`config.mk`:
```
export PLATFORM = sky130hd
export DESIGN_NAME = float_format_converter_core
export DESIGN_NICKNAME = d
export VERILOG_FILES = /design/src/hdl/ffc_pkg.sv /design/src/hdl/ffc_convert.sv /design/src/hdl/float_format_converter_core.sv
export VERILOG_INCLUDE_DIRS = /design/src /design/src/hdl
export SDC_FILE = /design/constraint.sdc
export NUM_CORES = 1
export LEC_CHECK = 0
export BUFFER_PORTS_ARGS = -buffer_cell sky130_fd_sc_hd__buf_2
export CORE_ASPECT_RATIO = 1.1
export CORE_UTILIZATION = 50
export CTS_BUF_LIST = sky130_fd_sc_hd__clkbuf_2
export DETAILED_ROUTE_END_ITERATION = 10
export GPL_TIMING_DRIVEN = 0
export PLACE_DENSITY_LB_ADDON = 0.08
export SLEW_MARGIN = 20
export SYNTH_ARGS = -nofsm -noshare
export SYNTH_HDL_FRONTEND = slang
export SYNTH_SLANG_ARGS = --single-unit
```
`constraint.sdc`:
```
create_clock -name clock -period 7.6 [get_ports clock]
set_input_delay 0.38 -clock clock [delete_from_list [all_inputs] [get_ports clock]]
set_output_delay 0.38 -clock clock [all_outputs]
set_load 0.1 [all_outputs]
```
`src/hdl/assert_macros.svh`:
```
// Assertion macros for the RTL, included by float_format_converter_core.
`ifndef ASSERT_MACROS_SVH
`define ASSERT_MACROS_SVH
`ifndef SYNTH
`define ASSERT_IMPLIES(label, clk, rst, pre, post) \
   label: assert property (@(posedge clk) disable iff (rst) (pre) |-> (post)) \
      else $error("assertion failed");
`define ASSERT_NEXT(label, clk, rst, pre, post) \
   label: assert property (@(posedge clk) disable iff (rst) (pre) |=> (post)) \
      else $error("assertion failed");
`else
`define ASSERT_IMPLIES(label, clk, rst, pre, post)
`define ASSERT_NEXT(label, clk, rst, pre, post)
`endif
`endif

```
`src/hdl/ffc_pkg.sv`:
```
// Shared types and constants for the float format converter.
`default_nettype none
package ffc_pkg;
   typedef enum logic [1:0] {
      CMD_F32_TO_F16  = 2'd0,
      CMD_F16_TO_F32  = 2'd1,
      CMD_F32_TO_BF16 = 2'd2,
      CMD_BF16_TO_F32 = 2'd3
   } cmd_type;
   localparam int unsigned FP32_BIAS = 127;
   localparam int unsigned FP16_BIAS = 15;
endpackage
`default_nettype wire

```
`src/hdl/ffc_convert.sv`:
```
// Combinational conversion datapath for all four commands.
`default_nettype none
module ffc_convert (
   input  ffc_pkg::cmd_type command,
   input  logic [31:0]      operand_bits,
   output logic [31:0]      result_bits
);
   import ffc_pkg::*;

   logic        s32, s16;
   logic [7:0]  e32;
   logic [22:0] m32;
   logic [4:0]  e16;
   logic [9:0]  m16;
   logic [15:0] h_res, b_res;
   logic [31:0] f_res;
   logic [8:0]  be;
   logic [10:0] nq;
   logic        nr;
   logic [23:0] sm;
   logic [4:0]  sh;
   logic [23:0] sq, srem, shalf;
   logic [15:0] bq;
   logic        br;
   logic [3:0]  lz;
   logic [9:0]  nm;

   always_comb begin
      s32 = operand_bits[31];
      e32 = operand_bits[30:23];
      m32 = operand_bits[22:0];
      s16 = operand_bits[15];
      e16 = operand_bits[14:10];
      m16 = operand_bits[9:0];
      // fp32 -> fp16; be holds the rebiased exponent in 9-bit two's complement
      be = {1'b0, e32} - 9'(FP32_BIAS - FP16_BIAS);
      nr = m32[12] && ((m32[11:0] != 12'd0) || m32[13]);
      nq = {1'b0, m32[22:13]} + 11'(nr);
      sm = {1'b1, m32};
      sh = 5'(5'd14 - be[4:0]);
      sq = sm >> sh;
      srem = sm & ((24'd1 << sh) - 24'd1);
      shalf = 24'd1 << (sh - 5'd1);
      if ((srem > shalf) || ((srem == shalf) && sq[0])) sq = sq + 24'd1;
      if (e32 == 8'd0) h_res = {s32, 15'd0};
      else if (e32 == 8'hFF)
         h_res = (m32 == 23'd0) ? {s32, 15'h7C00} : {s32, 5'h1F, 1'b1, m32[21:13]};
      else if (!be[8] && be >= 9'd31) h_res = {s32, 15'h7C00};
      else if (!be[8] && be != 9'd0) h_res = {s32, 15'({be[4:0], 10'd0} + 15'(nq))};
      else if (be[8] ? (be >= 9'h1F6) : 1'b1) h_res = {s32, 15'(sq)};
      else h_res = {s32, 15'd0};
      // fp32 -> bf16
      br = operand_bits[15] && ((operand_bits[14:0] != 15'd0) || operand_bits[16]);
      bq = {1'b0, operand_bits[30:16]} + 16'(br);
      if (e32 == 8'hFF)
         b_res = (m32 == 23'd0) ? {s32, 15'h7F80} : {s32, 8'hFF, 1'b1, m32[21:16]};
      else b_res = {s32, bq[14:0]};
      // fp16 -> fp32 subnormal normalize
      lz = 4'd0;
      for (int i = 0; i < 10; i++) if (m16[i]) lz = 4'(9 - i);
      nm = m16 << (lz + 4'd1);
      f_res = 32'd0;
      case (command)
         CMD_F32_TO_F16:  f_res = {16'd0, h_res};
         CMD_F32_TO_BF16: f_res = {16'd0, b_res};
         CMD_F16_TO_F32: begin
            if (e16 == 5'h1F)
               f_res = (m16 == 10'd0) ? {s16, 31'h7F800000}
                                      : {s16, 8'hFF, 1'b1, m16[8:0], 13'd0};
            else if (e16 == 5'd0)
               f_res = (m16 == 10'd0) ? {s16, 31'd0}
                                      : {s16, 8'(8'd112 - {4'd0, lz}), nm, 13'd0};
            else f_res = {s16, 8'({3'd0, e16} + 8'(FP32_BIAS - FP16_BIAS)), m16, 13'd0};
         end
         CMD_BF16_TO_F32: begin
            f_res = {operand_bits[15:0], 16'd0};
            if (operand_bits[14:7] == 8'hFF && operand_bits[6:0] != 7'd0) f_res[22] = 1'b1;
         end
         default: f_res = 32'd0;
      endcase
      result_bits = f_res;
   end
endmodule
`default_nettype wire

```
`src/hdl/float_format_converter_core.sv`:
```
// Top level: input register, conversion logic, output register with skid.
// Path from req accept to rsp valid: input reg, then result reg.
// Throughput: one transaction per cycle while the skid register is empty; the converter is a single pass.
// A skid register holds one result while rsp_tready is low; req_tready drops while it is full.
// Reset (synchronous, active high) empties all stages; no data state.
`default_nettype none
`include "assert_macros.svh"
module float_format_converter_core (
   input  logic        clock,
   input  logic        reset,
   input  logic        req_tvalid,
   output logic        req_tready,
   input  logic [39:0] req_tdata,  // [1:0] command, [33:2] operand_bits, rest 0
   output logic        rsp_tvalid,
   input  logic        rsp_tready,
   output logic [31:0] rsp_tdata   // [31:0] result_bits
);
   import ffc_pkg::*;

   logic        in_v_ff, out_v_ff, sk_v_ff;
   cmd_type     cmd_ff;
   logic [31:0] op_ff, out_ff, sk_ff, conv;
   logic        adv;

   ffc_convert u_conv (.command(cmd_ff), .operand_bits(op_ff), .result_bits(conv));

   // input stage advances whenever skid is empty
   assign adv = !sk_v_ff;
   assign req_tready = adv;
   assign rsp_tvalid = out_v_ff;
   assign rsp_tdata = out_ff;

   always_ff @(posedge clock) begin
      if (reset) begin
         in_v_ff <= 1'b0;
         out_v_ff <= 1'b0;
         sk_v_ff <= 1'b0;
      end else begin
         if (adv) begin
            in_v_ff <= req_tvalid;
            cmd_ff <= cmd_type'(req_tdata[1:0]);
            op_ff <= req_tdata[33:2];
            if (in_v_ff && out_v_ff && !rsp_tready) begin
               sk_v_ff <= 1'b1;
               sk_ff <= conv;
            end else if (!out_v_ff || rsp_tready) begin
               out_v_ff <= in_v_ff;
               out_ff <= conv;
            end
         end else if (rsp_tready) begin
            out_ff <= sk_ff;
            sk_v_ff <= 1'b0;
         end
      end
   end

   `ASSERT_IMPLIES(a_skid_needs_out, clock, reset, sk_v_ff, out_v_ff)
   `ASSERT_NEXT(a_out_hold, clock, reset, out_v_ff && !rsp_tready, out_v_ff && $stable(out_ff))
   `ASSERT_IMPLIES(a_ready_skid, clock, reset, req_tready, !sk_v_ff)
endmodule
`default_nettype wire

```
Word level (Yosys, flattened, before mapping)
Cells that the tools add are included.
Storage, ports and cells
  input port bits: 44
  output and inout bits: 34
  register bits: 101
  logic and storage cells: 101
Cells by class
  add/sub/neg operators: 11
  bitwise gates (word level): 4
  multiplexer cells: 33
  equal/unequal tests: 9
  magnitude comparators: 3
  reduce and logical (&&, ||, !) cells: 30
  shifts and indexed selects: 4
Operators with widths (count)
  $mux 32: 4
  $pmux 32 s4: 1
  $mux 15: 7
  $mux 31: 3
  $shl 1x5->24 const A: 2
  $mux 4: 10
  $and 24x24->24: 1
  $eq 24x24->1: 1
  $gt 24x24->1: 1
  $shr 24x5->15: 1
  $sub 24x1->24 const B: 1
  $logic_not 23->1: 1
  $mux 23: 1
  $eq 8x8->1 const B: 2
  $add 15x1->15: 1
  $add 15x1->15 const B: 1
  $add 15x11->15: 1
  $reduce_bool 15->1: 1
  $reduce_bool 12->1: 1
  $add 10x1->11: 1
  $logic_not 10->1: 1
  $mux 10: 1
  $shl 10x4->10: 1
  $ge 9x5->1 const B: 1
  other kinds (26): 48

Logic depth before layout (Yosys ltp)
Gate-level depths: netlist of the first run.
  word-level depth: 19
  mapped depth: 24
  depth with buffers taken out: 22

Cells and area by module
Synthesis of the first run repeated with hierarchy kept, for this count alone.
Unflattened totals
  cells, all modules: 944
  area, all modules: 8981.1 µm²
By module, submodules not included
  ffc_convert: times used 1, area each 5481.5 µm², cells each 794, seq. area each 0.0 µm²
  float_format_converter_core: times used 1, area each 3499.6 µm², cells each 150, seq. area each 3002.9 µm²

Worst setup path after synthesis of the first run
Ideal clock, no wire load.
  kind: reg2reg
  start point: register op_ff[24]
  end point: register sk_ff[6] (data pin)
  path slack: 1.871 ns
  buffers on the path: 2
  stages on the path, launching flop included: 24
  data arrival time: 5.463 ns
  cells stage by stage: edfxtp_1 ha_1 nand3_2 xnor2_1 clkbuf_1 clkbuf_1 nor2_1 nand3_1 ha_1 o211ai_1 a221oi_1 a21oi_1 a21oi_1 o21ai_0 ha_1 nand4_1 nor4_1 and4_1 o41a_1 o221ai_4 nor3b_4 xor2_1 nor3_1 or3_1
Between the ends
  cells in the longest elaborated chain, start to end: 15
  elaborated cells on any way between the ends: 30
  classes of those cells: 5 x add/sub; 3 x order compare; 2 x eq/ne; 3 x shift; 9 x mux; 1 x bitwise; 7 x reduce/logical
Ends and longest elaborated chain
  start, declared: line float_format_converter_core.sv:22  | logic [31:0] op_ff, out_ff, sk_ff, conv;
  start signal, assigned: line float_format_converter_core.sv:42  | op_ff <= req_tdata[33:2];
  parallel branches: the longest is 14 deep, another holds $sub 24x1->24
  $pmux 32 s4 (*): line ffc_convert.sv:63  | case (command)
  net conv[6]: line float_format_converter_core.sv:22
  end signal, assigned: line float_format_converter_core.sv:45  | sk_ff <= conv;
  end, declared: line float_format_converter_core.sv:22
Mark *: on every way through the listed nets, which the timed path passes.
A chain may end at the register's enable or synchronous reset.

Worst setup path in the final report of the first run
  start point: register op_ff[24]
  end point: register out_ff[13] (netlist: rsp_tdata[13]) (data pin)
Between the ends
  cells in the longest elaborated chain, start to end: 18
  elaborated cells on any way between the ends: 35
  classes of those cells: 7 x add/sub; 3 x order compare; 2 x eq/ne; 3 x shift; 12 x mux; 1 x bitwise; 7 x reduce/logical
Ends and longest elaborated chain
  parallel branches: the longest is 14 deep, another holds $sub 24x1->24
  $pmux 32 s4 (*): line ffc_convert.sv:63
  $mux 32 (*): line float_format_converter_core.sv:46  | end else if (!out_v_ff || rsp_tready) begin
  $mux 32 (*): line float_format_converter_core.sv:43  | if (in_v_ff && out_v_ff && !rsp_tready) begin
  $mux 32 (*): line float_format_converter_core.sv:39  | if (adv) begin
  end signal, assigned: line float_format_converter_core.sv:48  | out_ff <= conv;
  end signal, assigned: line float_format_converter_core.sv:51  | out_ff <= sk_ff;
  end, declared: line float_format_converter_core.sv:22
Every way passes the cells marked *. The select of a mux whose other input is x is not followed.

==> key figures, run 1 <==
Routing
  • Via count: 8611
  • Final ANT Viol Nets: 0
  • Routed WL: 29830 um
  • TritonRoute pass-1 iters: 5
  • Drt drc: 0
  • Vias per inst: 6.350
  • Iteration-0 DRC Markers: 676
  • DR WL/cell: 22.00 um

Critical path
  • Crit end category: flip-flop
  • Startpoint Class: flip-flop
  • Worst R2R Setup Slack: 0.37 ns
  • Most used cell, CP: ha_1
  • Slowest CP cell: edfxtp_1
  • Crit path capture: rsp_tdata[13]$_DFFE_PP_
  • Crit path max-delay family: compound AO/OA/AOI/OAI gates
  • CP arrival: 7.68 ns
  • Reg2Reg Capture Point: rsp_tdata[13]$_DFFE_PP_
  • Crit Path Category: flip-flop to flip-flop
  • WP data required: 8.05 ns
  • Setup crit start: op_ff[24]$_DFFE_PP_
  • Number of cells on the critical path: 23
  • Maximum fanout along the worst path: 10
  • Worst r2r path cells: 23
  • Slowest stage delay, CP: 0.62 ns
  • Buf/Inv on CP: 2
  • Crit-path cells: ha_1, nand3_2, xnor2_2, clkbuf_2, clkbuf_2, nor2_1, nand3_1, ha_1, o211ai_1, a221oi_1, a21oi_1, a21oi_1, o21ai_0, ha_1, nand4_1, nor4_1, and4_1, o41a_1, o211ai_1, nor3_2, mux2i_1, o31ai_1, a31oi_1
  • FF-to-FF Start: op_ff[24]$_DFFE_PP_

Worst hold path
  • Hold crit path type: input pin to flip-flop

CTS
  • Clk sink count: 101
  • H-tree levels: 3
  • Num CTS Buffers: 9
  • CTS Root Cell: clkbuf_2
  • Clock Pin Slew Worst Setup and Hold Paths: 0.38 ns
  • Clock Path Buffers: 2
  • Clock latency on the worst-skew pair: 0.72 ns
  • CTS tree: done

Timing
  • Max Fclk: 138.3 MHz
  • Post-route clock skew: 0.06875 ns
  • Slew HR: 20.70%
  • Slew @ Worst Pin: 1.182 ns
  • Worst hold slack: 0.3226 ns
  • Worst setup margin: 0.3667 ns
  • Setup_tns: 0 ns
  • Min cycle time layout: 7.233 ns
  • RSZ-0062 raised after global routing: no
  • Final setup viols: 0
  • Fin. max-slew vios: 0
  • Hold Vio Cnt, Final: 0
  • Final Cycle Share: 95.17%

Placed design
  • IO buf count: 71
  • Pre-CTS WS: 0.03659 ns
  • Final Wtd Congestion: 1.037
  • Hpwl dp: 22500 um
  • Placed Cells: 1300

Synth
  • Gate Count Post-Synth: 984
  • Register area share after synthesis: 32.76%
  • Synth async-reset ratio: 0%
  • Netlist Area Pre-Place: 9166 um2
  • Top FF cell, synth: edfxtp_1
  • Syn nets: 1071
  • Number of flops mapped to enable cells by yosys: 98
  • Post-Syn Area per Cell: 9.315 um2
  • Register bit count reported by yosys: 101
  • Post-synthesis cell type count: 98
  • Yosys warning count: 0

Die
  • Row count: 51
  • Die width: 131.1 um
  • Initial Util: 51.49%
  • Die Ht: 144.0 um
  • Core box area: 17800 um2
  • DIE AREA: 18880 um2
  • IO Count: 78

Finish
  • Final #Nets: 1198
  • Commonest non-fill, non-tap cells in the layout: nand2_1 (105), edfxtp_1 (98), buf_2 (87)
  • Final core utilization: 58.77%
  • Share of layout cells above drive strength 1: 18.19%
  • Synth-to-layout area growth: 14.16%
  • Commonest non-fill, non-tap cell in the layout: nand2_1
  • Final cell count without fillers: 1356
  • FILL cells: 1593

Flow run
  • Max Cap Viol: 0

Pwr
  • Peak supply drop: 0.09218 mV
  • Cell Pwr Density: 157.7 nW/um2
  • P_leak: 3.982 nW

Global route
  • Largest net degree at the start of global routing: 26
  • Total GRT Usage: 32.98%
  • GRT overflow: 0
  • First-pass GRT wire length: 46390 um
  • Initial antenna violation count: 1
  • Vias in the first global route: 8073

Outcome
  • Status: complete, no violations
==> worst reg2reg max path, delay by kind of cell (launching register included) <==
family / cells / cell delay, ns
XOR/XNOR: 1 / 0.45
adder cells (fa/ha/maj): 3 / 1.04
multiplexers: 1 / 0.13
buffers and inverters: 2 / 0.65
AO/OA/AOI/OAI: 9 / 2.30
AND/OR/NAND/NOR: 7 / 1.83
flip-flops: 1 / 0.62
==> routing by layer <==
metal | wire [um] | global-route usage, % | share of wire, %
met1 | 12420 | 41.85 | 42
met3 | 1924 | 4.920 | 6.5
met4 | 1329 | 15.18 | 4.5
met5 | 0 | 0 | 0
met2 | 14150 | 55.03 | 47
==> through the flow <==
stage | total power, mW | instance area (um2)
2_1_floorplan | 1.172 | 9166
3_3_place_gp | 1.334 | 9819
3_5_place_dp | 1.339 | 9918
4_1_cts | 1.642 | 10450
5_1_grt | 1.727 | 10460
6_report | 1.650 | 10460
==> cell usage after synthesis (13+ instances only) <==
| cell type | count | area (um2) |
|---|---|---|
| and2_1 | 20 | 125.1 |
| nor2_1 | 66 | 247.7 |
| edfxtp_1 | 98 | 2943 |
| clkbuf_1 | 45 | 168.9 |
| mux4_2 | 13 | 292.8 |
| and3_1 | 15 | 93.84 |
| inv_1 | 17 | 63.81 |
| nor3_1 | 23 | 115.1 |
| mux2_2 | 37 | 416.7 |
| nand2_1 | 105 | 394.1 |
| nor4_1 | 15 | 93.84 |
| mux2i_1 | 39 | 390.4 |
| a31oi_1 | 14 | 87.58 |
| a21oi_1 | 61 | 305.3 |
| o21ai_0 | 53 | 265.3 |
| o22ai_1 | 14 | 87.58 |
| nor2b_1 | 13 | 81.33 |
| nand3_1 | 34 | 170.2 |
| xnor2_1 | 30 | 262.8 |
| buf_2 | 13 | 65.06 |
| ha_1 | 43 | 538.0 |
==> state kept, by name, summed over array words and instances (netlist names) <==
register / count
sk_v_ff: 1
sk_ff: 32
op_ff: 32
in_v_ff: 1
rsp_tvalid: 1
rsp_tdata: 32
cmd_ff: 2
==> area by class of cell <==
| class | instances | area, um2 | share of cell area, % |
|---|---|---|---|
| Multi-Input combinational cell | 788 | 5761 | 55.05 |
| Sequential cell | 101 | 3003 | 28.70 |
| Timing Repair Buffer | 117 | 823.3 | 7.868 |
| Buffer | 74 | 367.9 | 3.515 |
| Tap cell | 238 | 297.8 | 2.846 |
| Clock inverter | 7 | 86.33 | 0.8251 |
| Inverter | 20 | 75.07 | 0.7174 |
| Clock buffer | 9 | 45.04 | 0.4305 |
| Antenna cell | 2 | 5.005 | 0.04783 |
==> repair_timing <==
action                     4_1_cts  5_1_grt
pin swaps                        0        0
gates cloned                     0        0
setup endpoints to repair        1       24
hold buffers                    39        0
setup buffers                    0        0
hold endpoints to repair        37        0
resized for setup                1        6
==> worst min path at each step <==
| stage | to | depth (start not counted) | start |
|---|---|---|---|
| 2_1_floorplan | rsp_tvalid$_SDFFE_PP0P_ | 2 | in_v_ff$_SDFFE_PP0N_ |
| 3_3_place_gp | rsp_tvalid$_SDFFE_PP0P_ | 2 | in_v_ff$_SDFFE_PP0N_ |
| 3_5_place_dp | rsp_tvalid$_SDFFE_PP0P_ | 2 | in_v_ff$_SDFFE_PP0N_ |
| 4_1_cts | op_ff[17]$_DFFE_PP_ | 2 | req_tdata[19] |
| 5_1_grt | op_ff[4]$_DFFE_PP_ | 2 | req_tdata[6] |
| 6_report | op_ff[12]$_DFFE_PP_ | 2 | req_tdata[14] |
==> power by group <==
| group | total [mW] | switching, mW | internal, mW |
|---|---|---|---|
| sequential | 0.659 | 0.0144 | 0.645 |
| combinational | 0.699 | 0.458 | 0.241 |
| clock | 0.292 | 0.233 | 0.0593 |
| total | 1.65 | 0.705 | 0.945 |
==> cells by family after synthesis <==
family                     count (synthesis)  synth area share (%)
and+or+nand+nor                          345                 19.07
AOI/OAI and AO/OA                        263                 19.62
DFF                                      101                 32.76
buffers and inverters                     95                 4.846
muxes                                     95                 13.60
adders and majority gates                 43                 5.870
xor gates and xnor gates                  42                 4.245
(Power assumes the default switching activity.)
==> inputs of run 2 (changes only) <==
--- a/config.mk
+++ b/config.mk
@@ -8,7 +8,7 @@
 export LEC_CHECK = 0
 export BUFFER_PORTS_ARGS = -buffer_cell sky130_fd_sc_hd__buf_2
 export CORE_ASPECT_RATIO = 1.1
-export CORE_UTILIZATION = 50
+export CORE_UTILIZATION = 45
 export CTS_BUF_LIST = sky130_fd_sc_hd__clkbuf_2
 export DETAILED_ROUTE_END_ITERATION = 10
 export GPL_TIMING_DRIVEN = 0
==> key figures, run 2 (synthesized netlist as in run 1, its figures left out) <==
Outcome
  • Status: finished, violations left
  • Failing checks: design-rule violations

Critical path
  • Reg2Reg Capture Point: rsp_tdata[11]$_DFFE_PP_
  • Slowest CP cell: inv_1
  • Buf/Inv on CP: 3 (+1)
  • Slowest stage delay, CP: 0.60 ns (-0.02 ns)
  • Crit-path cells: buf_2, inv_1, ha_1, clkbuf_1, or2_2, nor2_1, nor4_1, o21ai_0, o211ai_1, a221oi_1, a21oi_1, a21oi_1, o21ai_0, ha_1, nand4_1, nor4_1, and4_1, o41a_1, o211ai_1, nor3_2, mux2i_1, o31ai_1, a31oi_1
  • Crit path max-delay family: compound AO/OA/AOI/OAI gates
  • Maximum fanout along the worst path: 16 (+6)
  • Startpoint Class: flip-flop
  • WP data required: 8.01 ns (-0.04 ns)
  • Worst R2R Setup Slack: 0.43 ns (+0.06 ns)
  • Worst r2r path cells: 23 (unchanged)
  • Crit Path Category: flip-flop to flip-flop
  • CP arrival: 7.58 ns (-0.10 ns)
  • FF-to-FF Start: op_ff[23]$_DFFE_PP_
  • Crit end category: flip-flop

Routing
  • Iteration-0 DRC Markers: 804 (+19%)
  • Routed WL: 29980 um (+0.52%)
  • TritonRoute pass-1 iters: 9 (+4)
  • DR WL/cell: 21.90 um (-0.43%)
  • Via count: 8463 (-1.7%)
  • Final ANT Viol Nets: 0 (unchanged)
  • Vias per inst: 6.182 (-2.7%)
  • Drt drc: 20 (+20)

Worst hold path
  • Hold path cells: 2 (unchanged)
  • Hold crit path type: input pin to flip-flop
  • Hold EP: op_ff[18]$_DFFE_PP_
  • Hold path start: req_tdata[20]

Global route
  • Vias in the first global route: 8152 (+0.98%)
  • Grt met2 use: 49.62% (-5.4 points)
  • Total GRT Usage: 29.19% (-3.8 points)
  • Busiest grt layer: met2
  • First-pass GRT wire length: 46530 um (+0.30%)
  • M3 GR Usage: 3.268% (-1.7 points)
  • Initial antenna violation count: 1 (unchanged)
  • GRT overflow: 0 (unchanged)
  • Met1 GRT Util: 37.12% (-4.7 points)
  • Largest net degree at the start of global routing: 26 (unchanged)

Timing
  • Hold Vio Cnt, Final: 0 (unchanged)
  • Slew @ Worst Pin: 1.086 ns (-0.09510 ns)
  • RSZ-0062 raised after global routing: no
  • Min cycle time layout: 7.168 ns (-0.06496 ns)
  • Slew HR: 27.08% (+6.4 points)
  • Max Fclk: 139.5 MHz (+0.91%)
  • Setup_tns: 0 ns (unchanged)
  • Final Cycle Share: 94.32% (-0.85 points)
  • Post-route clock skew: 0.05790 ns (-0.01085 ns)
  • Fin. max-slew vios: 0 (unchanged)
  • Final setup viols: 0 (unchanged)

Pwr
  • P_leak: 3.984 nW (about the same)
  • Cell Pwr Density: 157.2 nW/um2 (-0.28%)
  • Tot Pwr: 1.646 mW (-0.20%)
  • Peak supply drop: 0.08612 mV (-6.6%)

Finish
  • Share of layout cells above drive strength 1: 18.01% (-0.18 points)
  • Final #Nets: 1198 (unchanged)
  • Synth-to-layout area growth: 14.24% (about the same)
  • Commonest non-fill, non-tap cells in the layout: nand2_1 (105), edfxtp_1 (98), buf_2 (87)
  • Commonest non-fill, non-tap cell in the layout: nand2_1

Placed design
  • Hpwl dp: 22400 um (-0.45%)
  • IO buf count: 71 (unchanged)
  • Final Wtd Congestion: 0.9803 (-5.5%)

Die
  • DIE AREA: 20940 um2 (+11%)
  • Initial Util: 45.99% (-5.5 points)
  • Row count: 54 (+5.9%)
  • Die width: 138.1 um (+5.3%)
  • Core box area: 19930 um2 (+12%)
  • IO Count: 78 (unchanged)
  • Die Ht: 151.7 um (+5.3%)

CTS
  • H-tree levels: 3 (unchanged)
  • CTS Root Cell: clkbuf_2
  • Num CTS Buffers: 9 (unchanged)
  • Setup Fix Bufs, Post-CTS: 0 (unchanged)
  • Clock Path Buffers: 2 (unchanged)
  • Clock latency on the worst-skew pair: 0.69 ns (-0.03 ns)
  • Clock Pin Slew Worst Setup and Hold Paths: 0.38 ns (about the same)
  • Clk sink count: 101 (unchanged)
  • CTS tree: done

Flow run
  • Max Cap Viol: 0 (unchanged)
==> run 2: report_power, final <==
group          internal (mW)  total [mW]  switching [mW]
logic                  0.241       0.700           0.459
clock network         0.0597       0.287           0.227
registers              0.645       0.659          0.0145
==> run 2: area by class of cell <==
cell class	count	area, um2
inverters	20	75.07
fillers	1904	9460
multi-input cells	788	5751
well taps	252	315.3
clock buffers	9	45.04
flip-flops and latches	101	3003
diodes	1	2.502
plain buffers	74	367.9
repair buffers	117	823.3
clock inverters	7	88.84
==> run 2: worst max-delay path by stage <==
stage,start,end,cells past startpoint
after floorplan,op_ff[24]$_DFFE_PP_,sk_ff[6]$_DFFE_PP_,23
after global placement,op_ff[24]$_DFFE_PP_,rsp_tdata[11]$_DFFE_PP_,23
after detailed placement,op_ff[24]$_DFFE_PP_,rsp_tdata[11]$_DFFE_PP_,23
after CTS,op_ff[24]$_DFFE_PP_,rsp_tdata[11]$_DFFE_PP_,23
after global routing,op_ff[24]$_DFFE_PP_,rsp_tdata[11]$_DFFE_PP_,23
final,op_ff[23]$_DFFE_PP_,rsp_tdata[11]$_DFFE_PP_,23
==> run 2: routing by layer <==
layer,up-vias,routed length (um)
li1,4014,-
met1,4022,12880
met2,350,14100
met3,77,1619
met4,0,1382
met5,-,0
==> run 2: through the flow <==
step | util, % | cells | cell area, um2 | hold slack, ns | setup slack, ns
finish | 52.54 | 1369 | 10470 | 0.3455 | 0.4317
global route | 52.54 | 1369 | 10470 | 0.3201 | 0.02411
CTS | 52.48 | 1369 | 10460 | 0.2985 | 0.1506
detailed placement | 49.85 | 1314 | 9936 | 0.4793 | 0.1721
global placement | 49.35 | 1307 | 9837 | 0.4715 | 0.1278
floorplan | - | 984 | 9166 | 0.4430 | 1.871
==> run 2: repair_timing <==
item                       4_1_cts  5_1_grt
hold buffers                    39        0
hold endpoints to repair        37        0
resized for setup                0        6
setup endpoints to repair        0       27
==> inputs of run 3 (changes only) <==
--- a/config.mk
+++ b/config.mk
@@ -7,11 +7,13 @@
 export NUM_CORES = 1
 export LEC_CHECK = 0
 export BUFFER_PORTS_ARGS = -buffer_cell sky130_fd_sc_hd__buf_2
+export CELL_PAD_IN_SITES_DETAIL_PLACEMENT = 1
+export CELL_PAD_IN_SITES_GLOBAL_PLACEMENT = 1
 export CORE_ASPECT_RATIO = 1.1
 export CORE_UTILIZATION = 45
-export CTS_BUF_LIST = sky130_fd_sc_hd__clkbuf_2
 export DETAILED_ROUTE_END_ITERATION = 10
 export GPL_TIMING_DRIVEN = 0
+export MAX_ROUTING_LAYER = met4
 export PLACE_DENSITY_LB_ADDON = 0.08
 export SLEW_MARGIN = 20
 export SYNTH_ARGS = -nofsm -noshare
==> key figures, run 3 (synthesized netlist as in run 1, its figures left out) <==
CTS
  • Clk sink count: 101 (unchanged)
  • Num CTS Buffers: 9 (unchanged)
  • H-tree levels: 3 (unchanged)
  • Setup Fix Bufs, Post-CTS: 0 (unchanged)
  • Clock Path Buffers: 2 (unchanged)
  • CTS Root Cell: clkbuf_16
  • Clock latency on the worst-skew pair: 0.38 ns (-0.31 ns)
  • Cts hold-fix bufs: 0 (-100%)
  • Post-cts sizing count: 1 (+1)
  • Clock Pin Slew Worst Setup and Hold Paths: 0.09 ns (-0.29 ns)
  • CTS tree: done

Critical path
  • Startpoint Class: flip-flop
  • Crit end category: flip-flop
  • Reg2Reg Capture Point: rsp_tdata[11]$_DFFE_PP_
  • WP data required: 7.69 ns (-0.32 ns)
  • CP arrival: 7.18 ns (-0.40 ns)
  • Worst R2R Setup Slack: 0.51 ns (+0.08 ns)
  • Crit Path Category: flip-flop to flip-flop
  • Maximum fanout along the worst path: 10 (-6)
  • FF-to-FF Start: op_ff[24]$_DFFE_PP_
  • Worst r2r path cells: 23 (unchanged)

Timing
  • Min cycle time layout: 7.089 ns (-0.07922 ns)
  • Worst setup margin: 0.5109 ns (+0.07922 ns)
  • Setup_tns: 0 ns (unchanged)
  • Slew HR: 36.24% (+9.2 points)
  • Slew @ Worst Pin: 0.9501 ns (-0.1364 ns)
  • Final setup viols: 0 (unchanged)
  • Max Fclk: 141.1 MHz (+1.1%)
  • RSZ-0062 raised after global routing: no
  • Post-route clock skew: 0.01670 ns (-0.04120 ns)
  • Fin. max-slew vios: 0 (unchanged)
  • Hold Vio Cnt, Final: 0 (unchanged)
  • Final Cycle Share: 93.28% (-1.0 points)

Die
  • DIE AREA: 20940 um2 (unchanged)
  • IO Count: 78 (unchanged)
  • Die width: 138.1 um (unchanged)
  • Row count: 54 (unchanged)
  • Initial Util: 45.99% (unchanged)
  • Core box area: 19930 um2 (unchanged)
  • Die Ht: 151.7 um (unchanged)

Worst hold path
  • Hold path start: req_tdata[23]
  • Hold crit path type: input pin to flip-flop
  • Hold path cells: 1 (-1)
  • Hold EP: op_ff[21]$_DFFE_PP_

Pwr
  • P_leak: 3.895 nW (-2.2%)
  • Cell Pwr Density: 182.7 nW/um2 (+16%)
  • Peak supply drop: 0.1102 mV (+28%)

Global route
  • Initial antenna violation count: 0 (-1)
  • Vias in the first global route: 8582 (+5.3%)
  • First-pass GRT wire length: 50590 um (+8.7%)
  • GRT overflow: 0 (unchanged)
  • Total GRT Usage: 32.65% (+3.5 points)
  • Largest net degree at the start of global routing: 26 (unchanged)

Finish
  • Synth-to-layout area growth: 12.16%
  • Share of layout cells above drive strength 1: 18.94% (+0.93 points)
  • Diodes inserted: 0 (-1)
  • Commonest non-fill, non-tap cells in the layout: nand2_1 (105), edfxtp_1 (98), buf_2 (89)
  • Commonest non-fill, non-tap cell in the layout: nand2_1
  • Final #Nets: 1159 (-3.3%)
  • FILL cells: 2333 (+23%)

Placed design
  • Final Wtd Congestion: 0.9811 (about the same)
  • IO buf count: 71 (unchanged)
  • Pre-CTS WS: 0.005020 ns (-0.1671 ns)
  • Hpwl dp: 24780 um (+11%)

Routing
  • Routed WL: 32840 um (+9.5%)
  • Metal1 wirelength: 13770 um (+6.9%)
  • TritonRoute pass-1 iters: 8 (-1)
  • Iteration-0 DRC Markers: 670 (-17%)
  • Vias per inst: 6.489 (+5.0%)
  • Final ANT Viol Nets: 0 (unchanged)
  • Routed wl met3: 1470 um (-9.2%)
  • Via count: 8624 (+1.9%)
  • DR WL/cell: 24.71 um (+13%)
  • Drt drc: 14 (-30%)
  • Top routing layer used: met4
  • Met2 wire len: 16040 um (+14%)

Outcome
  • Failing checks: design-rule violations
  • Status: finished, violations left

Flow run
  • Max Cap Viol: 0 (unchanged)
[run 3: report_power, final]
part | internal [mW] | switching (mW)
Combinational | 0.229 | 0.469
Sequential | 0.644 | 0.0160
Clock | 0.268 | 0.252
Total | 1.14 | 0.737
[run 3: worst max-delay path by stage]
stage                        startpoint                      end  slack [ns]  depth (start not counted)
detailed placement  op_ff[24]$_DFFE_PP_  rsp_tdata[13]$_DFFE_PP_       0.005                         23
global placement    op_ff[24]$_DFFE_PP_  rsp_tdata[11]$_DFFE_PP_        0.11                         23
CTS                 op_ff[24]$_DFFE_PP_  rsp_tdata[13]$_DFFE_PP_        0.16                         23
global route        op_ff[24]$_DFFE_PP_  rsp_tdata[11]$_DFFE_PP_        0.06                         23
finish              op_ff[24]$_DFFE_PP_  rsp_tdata[11]$_DFFE_PP_        0.51                         23
floorplan           op_ff[24]$_DFFE_PP_       sk_ff[6]$_DFFE_PP_        1.87                         23
[run 3: metrics by stage]
step           total power, mW  cell area (um2)  hold WS, ns  instances  utilization (%)
6_report                 1.878            10280       0.1706       1329            51.58
5_1_grt                  1.945            10280       0.1692       1329            51.58
4_1_cts                  1.872            10270       0.1676       1330            51.51
3_5_place_dp             1.354             9931       0.4964       1314            49.82
3_3_place_gp             1.337             9837       0.4659       1307            49.35
2_1_floorplan            1.172             9166       0.4430        984                -
[run 3: layout make-up]
class,count,area (um2),share of cell area (%)
multi-input combinational,788,5764,56.07
sequential,101,3003,29.21
timing repair buffer,78,427.9,4.162
buffer,74,367.9,3.578
tap,252,315.3,3.067
clock buffer,9,225.2,2.191
clock inverter,7,102.6,0.9979
inverter,20,75.07,0.7302
[run 3: per-layer routing]
metal  GRT usage (%)  vias up
li1                -     3934
met1           38.76     4294
met2           55.69      315
met3           3.017       81
met4           17.64        0
met5               -        -
[run 3: critical path, cell delays in order (launching register included)]
cell,delay [ns]
edfxtp_1,0.54
ha_1,0.36
nand2b_4,0.09
a21boi_1,0.64
nor2_2,0.25
clkbuf_1,0.29
nor2_1,0.34
nand3_1,0.13
ha_1,0.30
o211ai_1,0.25
a221o_1,0.27
nor3_1,0.06
a21oi_1,0.14
o21ai_0,0.11
ha_1,0.31
nand4_1,0.17
nor4_1,0.50
and4_1,0.32
o41a_1,0.38
o211ai_1,0.20
nor3_2,0.32
mux2i_1,0.14
o31ai_1,0.55
a31oi_1,0.16
